==> src/rtl/rrtd_pkg.sv <==
// Shared types and constants of the round-robin task dispatcher.
package rrtd_pkg;

	localparam int SLOTS = 8;
	localparam int IDX_W = $clog2(SLOTS);
	localparam int CNT_W = $clog2(SLOTS + 1);
	localparam int REM_W = 6;
	localparam int SUM_W = REM_W + 1;

	localparam logic [REM_W-1:0] REM_MAX = '1;

	localparam logic [15:0] METHOD_GET = 16'd1002;
	localparam logic [15:0] METHOD_POST = 16'd1003;
	localparam logic [15:0] METHOD_REFUSED = 16'd1010;

	localparam logic OP_TICK = 1'b0;
	localparam logic OP_REQUEST = 1'b1;

	typedef struct packed {
		logic opcode;
		logic [15:0] method_code;
		logic [3:0] load_factor;
	} request_t;

	typedef struct packed {
		logic assigned;
		logic [2:0] slot_index;
		logic rejected;
		logic [3:0] finished_count;
		logic [3:0] busy_count;
	} result_t;

	typedef struct packed {
		logic en;
		logic [IDX_W-1:0] idx;
		logic busy;
		logic [REM_W-1:0] rem;
	} slot_wr_t;

	typedef struct packed {
		logic [SUM_W-1:0] a;
		logic [SUM_W-1:0] b;
	} alu_op_t;

endpackage

==> src/rtl/rrtd_slot_file.sv <==
// Slot table: busy flag and remaining-time counter per worker slot.
module rrtd_slot_file (
	input logic clk,
	input logic arst_n,
	input logic [rrtd_pkg::IDX_W-1:0] rd_idx,
	input rrtd_pkg::slot_wr_t wr,
	output logic rd_busy,
	output logic [rrtd_pkg::REM_W-1:0] rd_rem
);
	import rrtd_pkg::*;

	logic [SLOTS-1:0] busy_q;
	logic [REM_W-1:0] rem_q [SLOTS];

	always_ff @(posedge clk or negedge arst_n) begin
		if (!arst_n) begin
			busy_q <= '0;
			for (int i = 0; i < SLOTS; i++) begin
				rem_q[i] <= '0;
			end
		end else if (wr.en) begin
			busy_q[wr.idx] <= wr.busy;
			rem_q[wr.idx] <= wr.rem;
		end
	end

	assign rd_busy = busy_q[rd_idx];
	assign rd_rem = rem_q[rd_idx];

endmodule

==> src/rtl/rrtd_alu.sv <==
// Shared adder with saturation for duration cost and counter decrement.
module rrtd_alu (
	input rrtd_pkg::alu_op_t op,
	output logic [rrtd_pkg::REM_W-1:0] sum
);
	import rrtd_pkg::*;

	logic [SUM_W-1:0] raw;

	assign raw = op.a + op.b;
	assign sum = raw[SUM_W-1] ? REM_MAX : raw[REM_W-1:0];

endmodule

==> src/rtl/round_robin_task_dispatcher_unit.sv <==
// Top level: sequencer of the round-robin task dispatcher.
// A tick visits every slot from slot 0 (one slot visited per cycle), then the result state;
// a request scans on from the slot after the last assigned one; a refused one skips the scan.
// Throughput: one item at a time; busy stays high until the done cycle ends.
// The result is held on result for the single cycle in which done is high.
// Reset: all slots ready, busy count zero, scan starts at slot 0.
module round_robin_task_dispatcher_unit (
	input logic clk,
	input logic arst_n,
	input logic start,
	input rrtd_pkg::request_t request,
	output logic busy,
	output logic done,
	output rrtd_pkg::result_t result
);
	import rrtd_pkg::*;

	typedef enum logic [3:0] {
		ST_IDLE = 4'b0001,
		ST_TICK = 4'b0010,
		ST_SCAN = 4'b0100,
		ST_DONE = 4'b1000
	} state_t;

	state_t state_q;
	logic [REM_W-1:0] dur_q;
	logic [IDX_W-1:0] idx_q;
	logic [IDX_W-1:0] cnt_q;
	logic [IDX_W-1:0] last_q;
	logic [CNT_W-1:0] busy_total_q;
	logic [CNT_W-1:0] finished_q;
	logic assigned_q;
	logic [IDX_W-1:0] slot_q;
	logic rejected_q;

	logic rd_busy;
	logic [REM_W-1:0] rd_rem;
	slot_wr_t wr;
	alu_op_t op;
	logic [REM_W-1:0] alu_sum;
	logic [SUM_W-1:0] f1;
	logic cnt_last;

	function automatic logic [IDX_W-1:0] next_idx(input logic [IDX_W-1:0] i);
		return (i == IDX_W'(SLOTS - 1)) ? '0 : i + 1'b1;
	endfunction

	rrtd_slot_file u_slots (
		.clk(clk),
		.arst_n(arst_n),
		.rd_idx(idx_q),
		.wr(wr),
		.rd_busy(rd_busy),
		.rd_rem(rd_rem)
	);

	rrtd_alu u_alu (
		.op(op),
		.sum(alu_sum)
	);

	assign f1 = SUM_W'(request.load_factor) + 1'b1;
	assign cnt_last = (cnt_q == IDX_W'(SLOTS - 1));

	always_comb begin
		op.a = f1 << 1;
		op.b = '0;
		if (state_q == ST_TICK) begin
			op.a = SUM_W'(rd_rem);
			op.b = '1;
		end else if (request.method_code == METHOD_GET) begin
			op.b = f1;
		end else if (request.method_code == METHOD_POST) begin
			op.b = f1 << 1;
		end
	end

	always_comb begin
		wr.en = 1'b0;
		wr.idx = idx_q;
		wr.busy = 1'b0;
		wr.rem = '0;
		case (state_q)
			ST_TICK: begin
				if (rd_busy) begin
					wr.en = 1'b1;
					if (rd_rem <= REM_W'(1)) begin
						wr.busy = 1'b0;
						wr.rem = '0;
					end else begin
						wr.busy = 1'b1;
						wr.rem = alu_sum;
					end
				end
			end
			ST_SCAN: begin
				if (!rd_busy) begin
					wr.en = 1'b1;
					wr.busy = 1'b1;
					wr.rem = dur_q;
				end
			end
			default: begin
				wr.en = 1'b0;
			end
		endcase
	end

	always_ff @(posedge clk or negedge arst_n) begin
		if (!arst_n) begin
			state_q <= ST_IDLE;
			idx_q <= '0;
			cnt_q <= '0;
			last_q <= IDX_W'(SLOTS - 1);
			busy_total_q <= '0;
			finished_q <= '0;
			assigned_q <= 1'b0;
			slot_q <= '0;
			rejected_q <= 1'b0;
		end else begin
			case (state_q)
				ST_IDLE: begin
					if (start) begin
						finished_q <= '0;
						assigned_q <= 1'b0;
						slot_q <= '0;
						rejected_q <= 1'b0;
						cnt_q <= '0;
						if (request.opcode == OP_TICK) begin
							idx_q <= '0;
							state_q <= ST_TICK;
						end else if (request.method_code == METHOD_REFUSED) begin
							rejected_q <= 1'b1;
							state_q <= ST_DONE;
						end else begin
							idx_q <= next_idx(last_q);
							state_q <= ST_SCAN;
						end
					end
				end
				ST_TICK: begin
					if (rd_busy && rd_rem <= REM_W'(1)) begin
						finished_q <= finished_q + 1'b1;
						if (busy_total_q != '0) begin
							busy_total_q <= busy_total_q - 1'b1;
						end
					end
					idx_q <= next_idx(idx_q);
					cnt_q <= cnt_q + 1'b1;
					if (cnt_last) begin
						state_q <= ST_DONE;
					end
				end
				ST_SCAN: begin
					if (!rd_busy) begin
						last_q <= idx_q;
						busy_total_q <= busy_total_q + 1'b1;
						assigned_q <= 1'b1;
						slot_q <= idx_q;
						state_q <= ST_DONE;
					end else begin
						idx_q <= next_idx(idx_q);
						cnt_q <= cnt_q + 1'b1;
						if (cnt_last) begin
							state_q <= ST_DONE;
						end
					end
				end
				ST_DONE: begin
					state_q <= ST_IDLE;
				end
				default: begin
					state_q <= ST_IDLE;
				end
			endcase
		end
	end

	// Hold the cost of the accepted request for the scan.
	always_ff @(posedge clk) begin
		if (state_q == ST_IDLE && start) begin
			dur_q <= alu_sum;
		end
	end

	assign busy = (state_q != ST_IDLE);
	assign done = (state_q == ST_DONE);

	always_comb begin
		result.assigned = assigned_q;
		result.slot_index = 3'(slot_q);
		result.rejected = rejected_q;
		result.finished_count = 4'(finished_q);
		result.busy_count = 4'(busy_total_q);
	end

endmodule
==> config.mk <==
export PLATFORM = sky130hd
export DESIGN_NAME = round_robin_task_dispatcher_unit
export DESIGN_NICKNAME = d
export VERILOG_FILES = /design/src/rtl/rrtd_pkg.sv /design/src/rtl/rrtd_slot_file.sv /design/src/rtl/rrtd_alu.sv /design/src/rtl/round_robin_task_dispatcher_unit.sv
export SDC_FILE = /design/constraint.sdc
export NUM_CORES = 1
export LEC_CHECK = 0
export BUFFER_PORTS_ARGS = -buffer_cell sky130_fd_sc_hd__clkbuf_2
export CAP_MARGIN = 20
export CORE_MARGIN = 2
export CORE_UTILIZATION = 52
export DETAILED_ROUTE_END_ITERATION = 6
export GPL_TIMING_DRIVEN = 0
export HOLD_SLACK_MARGIN = 0.05
export MAX_ROUTING_LAYER = met4
export PLACE_DENSITY = 0.78
export SYNTH_ARGS = -nofsm -noshare
export SYNTH_HDL_FRONTEND = slang
export SYNTH_SLANG_ARGS = --single-unit
==> constraint.sdc <==
create_clock -name clk -period 9.2 [get_ports clk]
set_input_delay 1.38 -clock clk [delete_from_list [all_inputs] [get_ports clk]]
set_output_delay 1.38 -clock clk [all_outputs]
set_load 0.02 [all_outputs]
==> results of run 1 <==
[worst max-delay path: cells and delay by family]
family,cells,cell delay [ns]
AOI/OAI and AO/OA,7,1.91
adders and majority gates,1,0.42
buffers and inverters,2,0.14
and+or+nand+nor,5,1.26
[cell families (layout without fill, tap and decap cells)]
family / after synthesis / after routing
and+or+nand+nor: 167 / 167
AOI/OAI and AO/OA: 127 / 127
DFF: 88 / 88
buffers and inverters: 28 / 83
muxes: 26 / 26
adders and majority gates: 17 / 17
xor gates and xnor gates: 8 / 8
[where the power goes]
group | switching, mW | internal [mW] | leakage, nW
registers | 0.0824 | 0.526 | 0.959
clock network | 0.146 | 0.155 | 0.108
logic | 0.340 | 0.253 | 1.18
[through the flow]
stage / utilization, % / cells
after global placement: 57.3 / 607
after floorplan: - / 461
after detailed placement: 57.7 / 608
final: 60.2 / 624
after global routing: 60.2 / 624
after CTS: 60.2 / 624
[registers in the layout, summed over array words and instances, names as in the netlist]
| register | flops |
|---|---|
| u_slots.rem_q | 48 |
| u_slots.busy_q | 8 |
| dur_q | 6 |
| busy_total_q | 4 |
| finished_q | 4 |
| state_q | 4 |
| cnt_q | 3 |
| idx_q | 3 |
| last_q | 3 |
| slot_q | 3 |
| assigned_q | 1 |
| rejected_q | 1 |
[routing by layer]
| layer | vias to the layer above | global-route usage (%) | routed length (um) |
|---|---|---|---|
| met3 | 18 | 3.97 | 541 |
| li1 | 1769 | - | - |
| met1 | 1840 | 31.8 | 4780 |
| met4 | 0 | 7.06 | 206 |
| met2 | 116 | 39.2 | 5530 |
| met5 | - | - | 0 |
[path summary, 6_finish.rpt]
check / start / to / slack [ns] / cells after the start
worst max-delay path: request[15] / u_slots.rem_q[37]$_DFFE_PN0P_ / 4.31 / 15
worst min-delay path: assigned_q$_DFFE_PN0P_ / assigned_q$_DFFE_PN0P_ / 0.49 / 1
max in group asynchronous: arst_n / state_q[0]$_DFFE_PN1N_ / 7.55 / 2
worst max register to register: idx_q[2]$_DFFE_PN0P_ / u_slots.rem_q[37]$_DFFE_PN0P_ / 4.70 / 15
worst min register to register: assigned_q$_DFFE_PN0P_ / assigned_q$_DFFE_PN0P_ / 0.49 / 1
min in group asynchronous: arst_n / busy_total_q[3]$_DFFE_PN0P_ / 1.00 / 1
[cells in the mapped netlist, drive strengths merged, types with 7 or more instances]
cell type	n	area share [%]
nand3	9	0.96
mux4	7	3.4
a21oi	67	7.3
nand2	21	1.7
inv	7	0.56
o21ai	12	1.3
mux2	8	1.9
dfrtp	78	42
ha	15	4.0
nor2b	9	1.3
mux2i	11	2.4
nor2	86	7.1
buf	15	1.9
[cell type report]
class                           instances  area share, %
Buffer                                 21           2.14
Clock buffer                           10           2.43
Clock inverter                          6           1.76
Inverter                                7          0.500
Multi-Input combinational cell        345           43.8
Sequential cell                        88           42.6
Tap cell                              108           2.57
Timing Repair Buffer                   39           4.19
==> flow_summary.toml, run 1 <==
[logic_synthesis]
synth_top_flop_cell = "dfrtp_1"
yosys_warnings = 0
synth_top_family_by_area = "compound AO/OA/AOI/OAI gates"
syn_inst = 461
ys_seq_area_share_pct = 47.8
synth_edf_count = 6
syn_nets = 502
ys_types = 65
muxShareOfSynthArea_pct = 7.65
async_flop_share_pct = 93.2
netlist_area_um2 = 4680
synth-adder-area-share_pct = 4.87
synthXorXnorAreaFrac_pct = 1.50
synth-seq-cells = 88
synth-simple-area-share_pct = 17.3
synth_compound_area_share_pct = 17.8
avgSynthCellArea_um2 = 10.1

[cells_and_area]
layout_commonest_cell = "nor2_1"
fill_cells = 721
n_antenna_cell = 0
layout.nets = 552
final_cell_mix = "nor2_1 (84), dfrtp_1 (78), a21oi_1 (66), clkbuf_2 (37), nand2_1 (21)"
drive_above_1_share_pct = 20.9
final-seq-area_um2 = 2240
areaGrowthSynthToFinish_pct = 12.3
fin_area_um2 = 5250
multiInputGateArea_um2 = 2300

[grt]
overflow = 0
antenna_found_initial = 0
grt_max_degree = 49
grt_usage_pct = 24.2
grt_first_pass_wirelength_um = 18400
grt_pass1_vias = 3716

[placement]
gp_congestion = 0.905
place_hpwl_um = 7990
dp_worst_setup_slack_ns = 4.02
placed_cell_area_um2 = 5030
io_buffers = 38

[clocking]
cts_buffers = 9
hold_buffers = 0
cts_tree = "yes"
htree_num_levels = 3
clock-root-buffer = "clkbuf_8"
cts_resized = 0
post_cts_buffers = 0
cts.clk_slew.worst_paths_ns = 0.09
clk_path_buf_depth = 2
clk_latency_ns = 0.36
cts.sinks = 88

[routing]
firstDrtPassIters = 5
wl_per_cell_um = 17.7
viasPerCell = 6.00
drc = 0
totalWireLength_um = 11100
antenna_left = 0
dr.first_iter.drc_count = 278
via_count = 3743

[critical_path]
path_class = "in -> reg"
cp.required_ns = 9.43
worst_setup_path_end_kind = "flop"
cp-start-kind = "input pin"
slowest_stage = "a211oi_1"
crit_fanout = 8
arrival_ns = 5.11
cpPeakStageDelay_ns = 0.57
cpMostUsedCell = "o21ai_0"
crit_chain = "clkbuf_2 -> nor4b_1 -> nand4_1 -> or3_1 -> o22ai_1 -> nand2b_1 -> inv_1 -> fa_1 -> nor2b_1 -> o21a_1 -> o21ai_0 -> a211oi_1 -> o21ai_0 -> a22oi_2 -> a21oi_1"

[pwr]
totalPowerFinal_mw = 1.50
p_leak_nw = 2.25
ir_drop_v = 0.000160
p_per_area_nw_per_um2 = 286

[timing]
tightest_slew_ns = 0.740
fmaxAchievable_mhz = 205
fin_skew_ns = 0.0133
setup_violations = 0
min_period_over_period_pct = 53.1
fin_hold_ws_ns = 0.486
slew_headroom_pct = 50.0
setup_ws_ns = 4.31
tns_ns = 0
slew_violations = 0
layout_min_cycle_time_ns = 4.89
rsz0062_at_grt = "no"
finalHoldViolCount = 0

[die]
io-pin-count = 39
fp.dieH_um = 98.8
core_um2 = 8720
dieWidth_um = 98.8
start_util_pct = 53.6
die_area_um2 = 9770
rows = 34

[hold_path]
hold_path_class = "reg -> reg"

[outcome]
status = "complete, no violations"

[job]
maxCapViolCount = 0
Note: power is estimated with default switching activity, not from simulation.
==> run 2: changes to the inputs <==
Settings changed: PLACE_DENSITY 0.78 to 0.81.
Clock period 9.2 ns to 4.4 ns, I/O delays scaled along.
==> flow_summary.toml, run 2 (same netlist as run 1, synthesis figures left out) <==
[timing]
setup_violations = 0
fin_skew_ns = 0.0117
min_period_over_period_pct = 95.1
tightest_slew_ns = 0.873
slew_headroom_pct = 40.9
fmaxAchievable_mhz = 239
layout_min_cycle_time_ns = 4.18
finalHoldViolCount = 0
rsz0062_at_grt = "no"
slew_violations = 0

[routing]
dr.first_iter.drc_count = 286
route.met2.wl_um = 5620
m1WireLength_um = 4580
wl_met3_um = 659
wl_per_cell_um = 17.6
top_layer_used = "met4"
via_count = 3820
firstDrtPassIters = 5
viasPerCell = 6.13
drc = 0
totalWireLength_um = 10900
antenna_left = 0

[critical_path]
cpMostUsedCell = "o21ai_0"
crit_chain = "buf_4 -> buf_4 -> mux2i_1 -> nor2_1 -> or4_1 -> nand2_1 -> o21ai_0 -> ha_1 -> nor2b_1 -> o21a_1 -> o21ai_0 -> a211oi_2 -> o21ai_0 -> a22oi_2 -> a21oi_1"
arrival_ns = 4.41
cp.required_ns = 4.63
slowest_stage = "a22oi_2"
worst_setup_path_end_kind = "flop"
path_class = "reg -> reg"
cp-start-kind = "flop"
cpPeakStageDelay_ns = 0.51
crit_fanout = 19

[cells_and_area]
largest_reg_flops = 48
layout_top_registers = "u_slots.rem_q x48, u_slots.busy_q x8, dur_q x6"
layout_commonest_cell = "nor2_1"
areaGrowthSynthToFinish_pct = 12.2
stdcell_count = 623
layout.nets = 551
n_antenna_cell = 0
drive_above_1_share_pct = 21.4
largest-register = "u_slots.rem_q"
final_cell_mix = "nor2_1 (84), dfrtp_1 (78), a21oi_1 (66), clkbuf_2 (37), nand2_1 (21)"

[grt]
grt_usage_pct = 24.1
antenna_found_initial = 0
grt_first_pass_wirelength_um = 18400
grt_max_degree = 43
grt_pass1_vias = 3753
overflow = 0

[outcome]
status = "complete, no violations"

[die]
start_util_pct = 53.6
die_area_um2 = 9770
rows = 34
fp.dieH_um = 98.8
io-pin-count = 39
core_um2 = 8720
dieWidth_um = 98.8

[clocking]
hold_buffers = 0
cts_tree = "yes"
clock-root-buffer = "clkbuf_8"
cts.sinks = 88
clk_latency_ns = 0.36
clk_path_buf_depth = 2
cts_buffers = 9
post_cts_buffers = 0
htree_num_levels = 3
cts.clk_slew.worst_paths_ns = 0.10

[hold_path]
hold_path_class = "in -> async"

[placement]
place_hpwl_um = 8190
io_buffers = 38
dp_cells = 608
gp_congestion = 0.910

[job]
maxCapViolCount = 0

[pwr]
p_per_area_nw_per_um2 = 596
p_leak_nw = 2.25
ir_drop_v = 0.000356
totalPowerFinal_mw = 3.13
run 2: critical path: cells and delay by family, from the launching register on:
family,cells,cell delay (ns)
compound gates,7,1.65
fa+ha+maj,1,0.35
buf+inv,2,0.54
flops,1,0.39
mux,1,0.21
simple gates,4,0.89
run 2: path summary, 6_finish.rpt:
check / from / end / slack [ns] / cells past startpoint
hold / removal: arst_n / busy_total_q[0]$_DFFE_PN0P_ / 0.30 / 1
max in group asynchronous: arst_n / last_q[2]$_DFFE_PN1P_ / 3.40 / 2
min in group clk: rejected_q$_DFFE_PN0P_ / rejected_q$_DFFE_PN0P_ / 0.49 / 2
setup reg to reg: idx_q[2]$_DFFE_PN0P_ / u_slots.rem_q[7]$_DFFE_PN0P_ / 0.22 / 15
hold reg to reg: rejected_q$_DFFE_PN0P_ / rejected_q$_DFFE_PN0P_ / 0.49 / 2
setup / recovery: idx_q[2]$_DFFE_PN0P_ / u_slots.rem_q[7]$_DFFE_PN0P_ / 0.22 / 15
run 2: area by class of cell:
cell class              count  area (um^2)
repair buffers             39          213
fillers                   727         3470
well taps                 108          135
plain buffers              20          109
flip-flops and latches     88         2240
clock buffers               9          124
inverters                   7         26.3
clock inverters             7         97.6
multi-input cells         345         2300
run 2: where the power goes:
group	total, mW	switching [mW]	internal (mW)
clock	0.613	0.331	0.282
sequential	1.27	0.172	1.10
combinational	1.24	0.717	0.527
total	3.13	1.22	1.91
run 2: routing by layer:
| metal | global-route usage [%] | vias up |
|---|---|---|
| li1 | - | 1770 |
| met1 | 31.5 | 1879 |
| met2 | 40.4 | 154 |
| met3 | 3.48 | 17 |
| met4 | 4.95 | 0 |
| met5 | - | - |
run 2: timing repair:
| action | in CTS | in global routing |
|---|---|---|
| resized for setup | 0 | 1 |
| cloned | 0 | 0 |
| endpoints found under the setup margin | 8 | 33 |
run 2: stage by stage:
| stage | hold slack [ns] | worst slack [ns] | utilization (%) | area, um^2 | setup TNS (ns) |
|---|---|---|---|---|---|
| 2_1_floorplan | 0.364 | 0.607 | - | 4680 | 0 |
| 3_3_place_gp | 0.453 | -0.0516 | 57.3 | 5000 | -0.351 |
| 3_5_place_dp | 0.475 | -0.106 | 57.6 | 5020 | -0.920 |
| 4_1_cts | 0.328 | 0.0743 | 60.1 | 5240 | 0 |
| 5_1_grt | 0.356 | 0.0659 | 60.2 | 5250 | 0 |
| 6_report | 0.304 | 0.217 | 60.2 | 5250 | 0 |
